--- src/rtl/core/bounded_double_ended_queue_unit_defines.svh ---
// assertion macros for the bounded deque unit
// expects clk and arst_n in the scope of each use
`ifndef BOUNDED_DOUBLE_ENDED_QUEUE_UNIT_DEFINES_SVH
`define BOUNDED_DOUBLE_ENDED_QUEUE_UNIT_DEFINES_SVH

// same-cycle implication, checked out of reset
`define BDQ_ASSERT_NOW(lbl, ante, cons, msg) \
	lbl: assert property (@(posedge clk) disable iff (!arst_n) (ante) |-> (cons)) \
		else $error(msg);

// next-cycle implication, checked out of reset
`define BDQ_ASSERT_NEXT(lbl, ante, cons, msg) \
	lbl: assert property (@(posedge clk) disable iff (!arst_n) (ante) |=> (cons)) \
		else $error(msg);

`endif

--- src/rtl/core/bdq_pkg.sv ---
// shared types and constants for the bounded deque unit
// no dependencies
package bdq_pkg;

	localparam int DEPTH_DEF  = 16;
	localparam int WORD_W_DEF = 32;

	// fixed port field widths
	localparam int DATA_W      = 32;
	localparam int COUNT_W     = 5;
	localparam int S_TDATA_W   = 32;
	localparam int S_TUSER_W   = 2;
	localparam int M_TDATA_W   = 104;
	localparam int M_TUSER_W   = 1;
	localparam int M_TDATA_PAD = M_TDATA_W - 3 * DATA_W - COUNT_W;

	typedef enum logic [1:0] {
		REQ_PUSH_FRONT = 2'd0,
		REQ_PUSH_BACK  = 2'd1,
		REQ_POP_FRONT  = 2'd2,
		REQ_POP_BACK   = 2'd3
	} req_t;

	// per-cycle command to every cell of one chain; head is cell 0
	typedef enum logic [2:0] {
		CMD_HOLD        = 3'd0,
		CMD_INSERT_HEAD = 3'd1,
		CMD_REMOVE_HEAD = 3'd2,
		CMD_APPEND_TAIL = 3'd3,
		CMD_DROP_TAIL   = 3'd4
	} cell_cmd_t;

endpackage

--- src/rtl/core/bounded_double_ended_queue_unit.sv ---
// a taken request passes stage 1, then the output register; the chains update as it is taken
// throughput: one request per cycle while the output does not stall; both cell chains update together
// and the result is built from the chain heads as the request moves to the output register
// a stalled output holds one result plus one pending request, then input ready drops
// reset (arst_n low, asynchronous) empties the deque and clears all valid flags; no clearing pass
// top level of the bounded deque unit; depends on bdq_pkg, bdq_chain and the defines header
module bounded_double_ended_queue_unit #(
	parameter int DEPTH  = bdq_pkg::DEPTH_DEF,
	parameter int WORD_W = bdq_pkg::WORD_W_DEF
) (
	input  logic                          clk,
	input  logic                          arst_n,
	input  logic                          s_tvalid,
	output logic                          s_tready,
	input  logic [bdq_pkg::S_TDATA_W-1:0] s_tdata,  // [31:0] push_value
	input  logic [bdq_pkg::S_TUSER_W-1:0] s_tuser,  // [1:0] req_type
	output logic                          m_tvalid,
	input  logic                          m_tready,
	// [31:0] pop_value, [63:32] front_value, [95:64] back_value, [100:96] entry_count, rest zero
	output logic [bdq_pkg::M_TDATA_W-1:0] m_tdata,
	output logic [bdq_pkg::M_TUSER_W-1:0] m_tuser   // [0] ok
);

	localparam int CNT_W = $clog2(DEPTH + 1);

	// two mirrored chains: one keeps the front word at its head, the other the back word,
	// so both ends are read at a fixed cell and no word select over the store is needed

	bdq_pkg::req_t             req;
	logic                      accept;
	logic                      is_push;
	logic                      done;
	logic [WORD_W-1:0]         push_word;
	bdq_pkg::cell_cmd_t        f_cmd;
	bdq_pkg::cell_cmd_t        b_cmd;
	logic                      f_head_valid;
	logic [WORD_W-1:0]         f_head_word;
	logic                      f_full;
	logic                      b_head_valid;
	logic [WORD_W-1:0]         b_head_word;
	logic                      b_full;
	logic [bdq_pkg::DATA_W-1:0] front32;
	logic [bdq_pkg::DATA_W-1:0] back32;
	logic [bdq_pkg::DATA_W-1:0] f_head32;
	logic [bdq_pkg::DATA_W-1:0] b_head32;
	logic [bdq_pkg::DATA_W-1:0] pop_word;
	logic [bdq_pkg::COUNT_W-1:0] count5;
	logic                      adv;

	logic [CNT_W-1:0]           count_q;
	logic                       pend_s1_q;
	logic                       ok_s1;
	logic [bdq_pkg::DATA_W-1:0] pop_s1;
	logic                       m_tvalid_q;
	logic [bdq_pkg::M_TDATA_W-1:0] m_tdata_q;
	logic [bdq_pkg::M_TUSER_W-1:0] m_tuser_q;

	// field width adaptation between the 32-bit ports and the stored word
	if (WORD_W > bdq_pkg::DATA_W) begin : g_wide
		assign push_word = {{(WORD_W - bdq_pkg::DATA_W){1'b0}}, s_tdata[bdq_pkg::DATA_W-1:0]};
		assign f_head32  = f_head_word[bdq_pkg::DATA_W-1:0];
		assign b_head32  = b_head_word[bdq_pkg::DATA_W-1:0];
	end else if (WORD_W == bdq_pkg::DATA_W) begin : g_same
		assign push_word = s_tdata[WORD_W-1:0];
		assign f_head32  = f_head_word;
		assign b_head32  = b_head_word;
	end else begin : g_narrow
		assign push_word = s_tdata[WORD_W-1:0];
		assign f_head32  = {{(bdq_pkg::DATA_W - WORD_W){1'b0}}, f_head_word};
		assign b_head32  = {{(bdq_pkg::DATA_W - WORD_W){1'b0}}, b_head_word};
	end

	// entry count as reported, low five bits
	if (CNT_W >= bdq_pkg::COUNT_W) begin : g_cnt_wide
		assign count5 = count_q[bdq_pkg::COUNT_W-1:0];
	end else begin : g_cnt_narrow
		assign count5 = {{(bdq_pkg::COUNT_W - CNT_W){1'b0}}, count_q};
	end

	// ends read as zero when the deque is empty
	assign front32 = f_head_valid ? f_head32 : '0;
	assign back32  = b_head_valid ? b_head32 : '0;

	// input transaction and refusal check
	assign req     = bdq_pkg::req_t'(s_tuser[1:0]);
	assign accept  = s_tvalid && s_tready;
	assign is_push = (req == bdq_pkg::REQ_PUSH_FRONT) || (req == bdq_pkg::REQ_PUSH_BACK);
	assign done    = is_push ? !f_full : f_head_valid;

	// chain commands; the back chain sees every request mirrored
	always_comb begin
		f_cmd = bdq_pkg::CMD_HOLD;
		b_cmd = bdq_pkg::CMD_HOLD;
		if (accept && done) begin
			case (req)
				bdq_pkg::REQ_PUSH_FRONT: begin
					f_cmd = bdq_pkg::CMD_INSERT_HEAD;
					b_cmd = bdq_pkg::CMD_APPEND_TAIL;
				end
				bdq_pkg::REQ_PUSH_BACK: begin
					f_cmd = bdq_pkg::CMD_APPEND_TAIL;
					b_cmd = bdq_pkg::CMD_INSERT_HEAD;
				end
				bdq_pkg::REQ_POP_FRONT: begin
					f_cmd = bdq_pkg::CMD_REMOVE_HEAD;
					b_cmd = bdq_pkg::CMD_DROP_TAIL;
				end
				bdq_pkg::REQ_POP_BACK: begin
					f_cmd = bdq_pkg::CMD_DROP_TAIL;
					b_cmd = bdq_pkg::CMD_REMOVE_HEAD;
				end
				default: begin
					f_cmd = bdq_pkg::CMD_HOLD;
					b_cmd = bdq_pkg::CMD_HOLD;
				end
			endcase
		end
	end

	// popped word comes from the head of the matching chain
	always_comb begin
		pop_word = '0;
		if (done && !is_push) begin
			pop_word = (req == bdq_pkg::REQ_POP_FRONT) ? front32 : back32;
		end
	end

	bdq_chain #(
		.DEPTH  (DEPTH),
		.WORD_W (WORD_W)
	) u_front_chain (
		.clk        (clk),
		.arst_n     (arst_n),
		.cmd        (f_cmd),
		.in_word    (push_word),
		.head_valid (f_head_valid),
		.head_word  (f_head_word),
		.full       (f_full)
	);

	bdq_chain #(
		.DEPTH  (DEPTH),
		.WORD_W (WORD_W)
	) u_back_chain (
		.clk        (clk),
		.arst_n     (arst_n),
		.cmd        (b_cmd),
		.in_word    (push_word),
		.head_valid (b_head_valid),
		.head_word  (b_head_word),
		.full       (b_full)
	);

	// entry counter
	always_ff @(posedge clk or negedge arst_n) begin
		if (!arst_n) begin
			count_q <= '0;
		end else if (accept && done) begin
			if (is_push) count_q <= count_q + 1'b1;
			else count_q <= count_q - 1'b1;
		end
	end

	// stage 1 holds ok and the popped word while the chains settle
	assign adv      = pend_s1_q && (!m_tvalid_q || m_tready);
	assign s_tready = !pend_s1_q || adv;

	always_ff @(posedge clk or negedge arst_n) begin
		if (!arst_n) begin
			pend_s1_q <= 1'b0;
		end else if (accept) begin
			pend_s1_q <= 1'b1;
		end else if (adv) begin
			pend_s1_q <= 1'b0;
		end
	end

	always_ff @(posedge clk) begin
		if (accept) begin
			ok_s1  <= done;
			pop_s1 <= pop_word;
		end
	end

	// output register; ends and count are sampled from the state left by the pending request
	always_ff @(posedge clk or negedge arst_n) begin
		if (!arst_n) begin
			m_tvalid_q <= 1'b0;
		end else if (adv) begin
			m_tvalid_q <= 1'b1;
		end else if (m_tready) begin
			m_tvalid_q <= 1'b0;
		end
	end

	always_ff @(posedge clk) begin
		if (adv) begin
			m_tdata_q <= {{bdq_pkg::M_TDATA_PAD{1'b0}}, count5, back32, front32, pop_s1};
			m_tuser_q <= ok_s1;
		end
	end

	assign m_tvalid = m_tvalid_q;
	assign m_tdata  = m_tdata_q;
	assign m_tuser  = m_tuser_q;

	// checks
	`include "bounded_double_ended_queue_unit_defines.svh"

	// the two chains always agree on empty and full
	`BDQ_ASSERT_NOW(a_chains_agree, 1'b1, (f_head_valid == b_head_valid) && (f_full == b_full), "chains disagree on occupancy")
	// the counter matches chain occupancy at both ends
	`BDQ_ASSERT_NOW(a_count_empty, 1'b1, (count_q == '0) == !f_head_valid, "count and empty flag disagree")
	`BDQ_ASSERT_NOW(a_count_full, 1'b1, (count_q == CNT_W'(DEPTH)) == f_full, "count and full flag disagree")
	// an accepted push that fits raises the count by one
	`BDQ_ASSERT_NEXT(a_push_count, accept && is_push && done, count_q == $past(count_q) + 1'b1, "push did not raise count")
	// a pending request moving on always yields a result in the next cycle
	`BDQ_ASSERT_NEXT(a_adv_result, adv, m_tvalid, "pending request produced no result")

endmodule

--- src/rtl/core/bdq_cell.sv ---
// one storage cell of a deque chain: occupancy bit and word
// depends on bdq_pkg
module bdq_cell #(
	parameter int WORD_W = bdq_pkg::WORD_W_DEF
) (
	input  logic               clk,
	input  logic               arst_n,
	input  bdq_pkg::cell_cmd_t cmd,
	input  logic [WORD_W-1:0]  in_word,
	input  logic               prev_valid,
	input  logic [WORD_W-1:0]  prev_word,
	input  logic               next_valid,
	input  logic [WORD_W-1:0]  next_word,
	output logic               valid,
	output logic [WORD_W-1:0]  word
);

	logic              valid_q;
	logic [WORD_W-1:0] word_q;

	always_ff @(posedge clk or negedge arst_n) begin
		if (!arst_n) begin
			valid_q <= 1'b0;
		end else begin
			case (cmd)
				bdq_pkg::CMD_INSERT_HEAD: valid_q <= prev_valid;
				bdq_pkg::CMD_REMOVE_HEAD: valid_q <= next_valid;
				bdq_pkg::CMD_APPEND_TAIL: begin
					if (!valid_q && prev_valid) valid_q <= 1'b1;
				end
				bdq_pkg::CMD_DROP_TAIL: begin
					if (valid_q && !next_valid) valid_q <= 1'b0;
				end
				default: valid_q <= valid_q;
			endcase
		end
	end

	always_ff @(posedge clk) begin
		case (cmd)
			bdq_pkg::CMD_INSERT_HEAD: word_q <= prev_word;
			bdq_pkg::CMD_REMOVE_HEAD: word_q <= next_word;
			bdq_pkg::CMD_APPEND_TAIL: begin
				if (!valid_q && prev_valid) word_q <= in_word;
			end
			default: word_q <= word_q;
		endcase
	end

	assign valid = valid_q;
	assign word  = word_q;

endmodule

--- src/rtl/core/bdq_chain.sv ---
// row of deque cells, head at cell 0, each cell talking to its two neighbors
// depends on bdq_pkg and bdq_cell
module bdq_chain #(
	parameter int DEPTH  = bdq_pkg::DEPTH_DEF,
	parameter int WORD_W = bdq_pkg::WORD_W_DEF
) (
	input  logic               clk,
	input  logic               arst_n,
	input  bdq_pkg::cell_cmd_t cmd,
	input  logic [WORD_W-1:0]  in_word,
	output logic               head_valid,
	output logic [WORD_W-1:0]  head_word,
	output logic               full
);

	logic [DEPTH-1:0]             valid;
	logic [DEPTH-1:0][WORD_W-1:0] word;

	for (genvar i = 0; i < DEPTH; i++) begin : g_cell
		logic              pv;
		logic [WORD_W-1:0] pw;
		logic              nv;
		logic [WORD_W-1:0] nw;

		// head cell sees the incoming word as its left neighbor
		if (i == 0) begin : g_head
			assign pv = 1'b1;
			assign pw = in_word;
		end else begin : g_mid
			assign pv = valid[i-1];
			assign pw = word[i-1];
		end

		// far end sees an empty neighbor
		if (i == DEPTH - 1) begin : g_end
			assign nv = 1'b0;
			assign nw = '0;
		end else begin : g_inner
			assign nv = valid[i+1];
			assign nw = word[i+1];
		end

		bdq_cell #(
			.WORD_W(WORD_W)
		) u_cell (
			.clk        (clk),
			.arst_n     (arst_n),
			.cmd        (cmd),
			.in_word    (in_word),
			.prev_valid (pv),
			.prev_word  (pw),
			.next_valid (nv),
			.next_word  (nw),
			.valid      (valid[i]),
			.word       (word[i])
		);
	end

	assign head_valid = valid[0];
	assign head_word  = word[0];
	assign full       = valid[DEPTH-1];

endmodule

--- config.mk ---
export PLATFORM = sky130hd
export DESIGN_NAME = bounded_double_ended_queue_unit
export DESIGN_NICKNAME = d
export VERILOG_FILES = /design/src/rtl/core/bdq_pkg.sv /design/src/rtl/core/bounded_double_ended_queue_unit.sv /design/src/rtl/core/bdq_cell.sv /design/src/rtl/core/bdq_chain.sv
export VERILOG_INCLUDE_DIRS = /design/src /design/src/rtl/core
export SDC_FILE = /design/constraint.sdc
export NUM_CORES = 1
export LEC_CHECK = 0
export ABC_AREA = 1
export BUFFER_PORTS_ARGS = -buffer_cell sky130_fd_sc_hd__buf_2
export CAP_MARGIN = 0
export CORE_UTILIZATION = 40
export DETAILED_ROUTE_END_ITERATION = 6
export PLACE_DENSITY_LB_ADDON = 0.15
export RECOVER_POWER = 25
export SYNTH_ARGS = -nofsm -noshare
export SYNTH_HDL_FRONTEND = slang
export SYNTH_SLANG_ARGS = --single-unit
--- constraint.sdc ---
create_clock -name clk -period 5.4 [get_ports clk]
set_input_delay 1.08 -clock clk [delete_from_list [all_inputs] [get_ports clk]]
set_output_delay 1.08 -clock clk [all_outputs]
set_load 0.005 [all_outputs]
==> flow_metrics.tcl <==
set metrics [dict create \
    async_reset_ff_frac 0.0326 \
    cts_hold_buf 0 \
    synth-edff-count 1159 \
    critPathTopFamily "buffers and inverters" \
    place_congestion 0.811 \
    synthDistinctLibCells 29 \
    synth.cells.most_frequent "2107 x nand2_1, 1159 x edfxtp_1, 929 x nand3_1" \
    ios 145 \
    grt_max_degree 244 \
    die_h_um 367 \
    cp_max_fo 119 \
    syn_avg_cell_area_um2 10.2 \
    area.growth.synth_to_final_pct 12.2 \
    htreeDepth 4 \
    viasPerCell 5.39 \
    overflow 0 \
    synth_seq_cells 1198 \
    drt_iter0_markers 4619 \
    fin_crit_ns 4.38 \
    fp.coreArea_um2 132000 \
    final_area_um2 59800 \
    outcome "complete, but fails checks" \
    register_area_um2 35800 \
    worstMarginPinSlew_ns 3.09 \
    cp.required_ns 5.90 \
    synth_cells 5225 \
    cts_setup_buffers 0 \
    relSlewSlack -1.06 \
    arrival_ns 4.88 \
    drive_gt1_frac 0.0794 \
    drv_slew 279 \
    crit_top_cell "nand2_1" \
    path_clk_slew_ns 0.06 \
    clockBufferDepth 3 \
    fin_cells 7114 \
    max_freq_ghz 0.228 \
    cts_tree "done" \
    yosys_warnings 0 \
    routed_wl_um 144000 \
    first_global_vias 36000 \
    p_per_area_nw_per_um2 416 \
    synth_area_leader_cell "edfxtp_1" \
    vias 38300 \
    route.detailed.drc 1 \
    multi_input_area_um2 15500 \
    drtAntennaViolNets 0 \
    netlist_area_um2 53300 \
    routedWlPerCell_um 20.2 \
    antenna_found_initial 10 \
    fill_cells 12700 \
    synthTopCellsByArea "edfxtp_1 65%, nand2_1 15%, nand3_1 8.7%" \
    max-cap-violations 6 \
    yosysTopAreaCellShare 0.653 \
    violations "DRC, capacitance limit, slew limit" \
    slowest_delay_ns 0.77 \
    synth-seq-area-share 0.671 \
    crit_path_cell_trace "clkbuf_1, inv_1, ha_1, clkinv_1, nand2_1, nand2_1, nand2_1, nor2_2, buf_4, clkbuf_1, nand3_4, inv_2, nand2_1, inv_8, buf_12, o21ai_0" \
    grt_pass1_wl_um 221000 \
    grt_usage 0.211 \
    worstSetupStartpointType "input port" \
    placed_area_um2 55800 \
    clock-sinks 1198 \
    clk_latency_ns 0.78 \
    final-setup-viol-count 0 \
    fin_worst_skew_ns 0.0215 \
    fp-row-count 133 \
    cts-root-buf "clkbuf_16" \
    p_leak_nw 24.1 \
    fin_nets 5295 \
    die_x_um 367 \
    critPathCaptureType "flop" \
    critPathBufInv 8 \
    critical_path_class "input port to flop" \
    dp.cells 6866 \
    holdCritPathClass "flop to flop" \
    ir_worst_vdd_mv 0.348 \
    rsz0062_at_grt "no" \
    synthMostInstantiatedCell "nand2_1" \
    cp_slowest_cell "clkbuf_1" \
    start_util 0.404 \
    fin_util 0.454 \
    finalSetupTns_ns 0 \
    dr.pass1.iters 7 \
    portBuffers 141 \
    hold_violations 0 \
    hpwl_um 85100 \
    dominantRegCellSynth "edfxtp_1" \
    cts_buffers 135 \
    timing.final.crit_share 0.811 \
    fp.dieArea_um2 135000 \
    cts_resized 0 \
]
## flip-flops by register name (all words and copies together), names as in the netlist
register and count:
u_back_chain.g_cell.u_cell.word 512, ok_s1 1, m_tuser 1, pend_s1_q 1, pop_s1 32, m_tdata 101
count5 5, u_front_chain.g_cell.u_cell.valid 16, u_back_chain.g_cell.u_cell.valid 16, u_front_chain.g_cell.u_cell.word 512, m_tvalid 1
## through the flow
step / hold slack [ns] / setup slack [ns] / power, W
after floorplan: 0.400 / 0.846 / 0.0148
after global placement: 0.403 / 1.02 / 0.0163
after detailed placement: 0.405 / 1.01 / 0.0163
after CTS: 0.382 / 1.83 / 0.0251
after global routing: 0.424 / 0.802 / 0.0260
final: 0.412 / 1.02 / 0.0249
## worst reg2reg max path: stages (launching register included)
cell and delay, ns:
dfrtp_1 0.54, clkbuf_1 1.70, nand2_1 0.46, a21oi_4 0.45
buf_4 0.52
## worst paths after layout
| kind | startpoint | end | slack, ns | cells after the start |
|---|---|---|---|---|
| max reg2reg | u_front_chain.g_cell[0].u_cell.valid$_DFFE_PN0P_ | u_front_chain.g_cell[1].u_cell.word[8]$_DFFE_PP_ | 1.28 | 4 |
| max in group asynchronous | arst_n | u_back_chain.g_cell[13].u_cell.valid$_DFFE_PN0P_ | 2.62 | 2 |
| max | s_tuser[0] | u_back_chain.g_cell[0].u_cell.word[10]$_DFFE_PP_ | 1.02 | 16 |
| min | pop_s1[29]$_SDFFCE_PN0P_ | m_tdata[29]$_DFFE_PP_ | 0.41 | 0 |
| min in group asynchronous | arst_n | u_front_chain.g_cell[0].u_cell.valid$_DFFE_PN0P_ | 1.26 | 2 |
| min reg2reg | pop_s1[29]$_SDFFCE_PN0P_ | m_tdata[29]$_DFFE_PP_ | 0.41 | 0 |
## logic make-up (layout without fill, tap and decap cells)
| logic type | count (synthesis) | after routing | share of synthesized area |
|---|---|---|---|
| AO/OA/AOI/OAI | 289 | 289 | 0.0316 |
| XOR/XNOR | 4 | 4 | 0.000657 |
| adder cells (fa/ha/maj) | 9 | 9 | 0.00225 |
| buffers and inverters | 539 | 664 | 0.0437 |
| flip-flops | 1198 | 1198 | 0.671 |
| other | 1 | 10 | 0.0000704 |
| AND/OR/NAND/NOR | 3185 | 3185 | 0.250 |
## layout by cell type, fill, tap and decap left out, types with 11 or more instances in the layout
cell type	Yosys	routed
nand2_1	2107	2110
edfxtp_1	1159	1159
inv_1	187	189
a211oi_1	32	32
nor2_1	75	74
o21ai_0	155	155
or2_2	11	11
o211ai_1	63	63
nand3_1	929	930
clkinv_2	0	19
clkbuf_1	154	82
clkinv_1	0	38
buf_2	151	92
a21oi_4	0	29
nand2_2	23	23
buf_12	0	11
nand4_1	29	29
clkbuf_16	0	136
buf_4	23	65
dfrtp_1	39	39
## cell type report
| type | instances | area share |
|---|---|---|
| antenna | 7 | 0.000293 |
| clock buffer | 165 | 0.0587 |
| clock inverter | 76 | 0.0105 |
| inverter | 198 | 0.0127 |
| multi-input combinational | 3490 | 0.260 |
| sequential | 1198 | 0.598 |
| tap | 1755 | 0.0367 |
| timing repair buffer | 225 | 0.0232 |
## routing by layer
| layer | vias up | track usage | part of all wire |
|---|---|---|---|
| li1 | 18000 | - | - |
| met1 | 19000 | 0.322 | 0.48 |
| met2 | 1210 | 0.310 | 0.44 |
| met3 | 164 | 0.0336 | 0.060 |
| met4 | 0 | 0.0599 | 0.020 |
| met5 | - | 0 | 0 |
## where the power goes
group	internal, W	switching [W]
sequential	0.0118	0.000602
clock	0.00494	0.00385
combinational	0.00108	0.00260
Note: power is estimated with default switching activity, not from simulation.
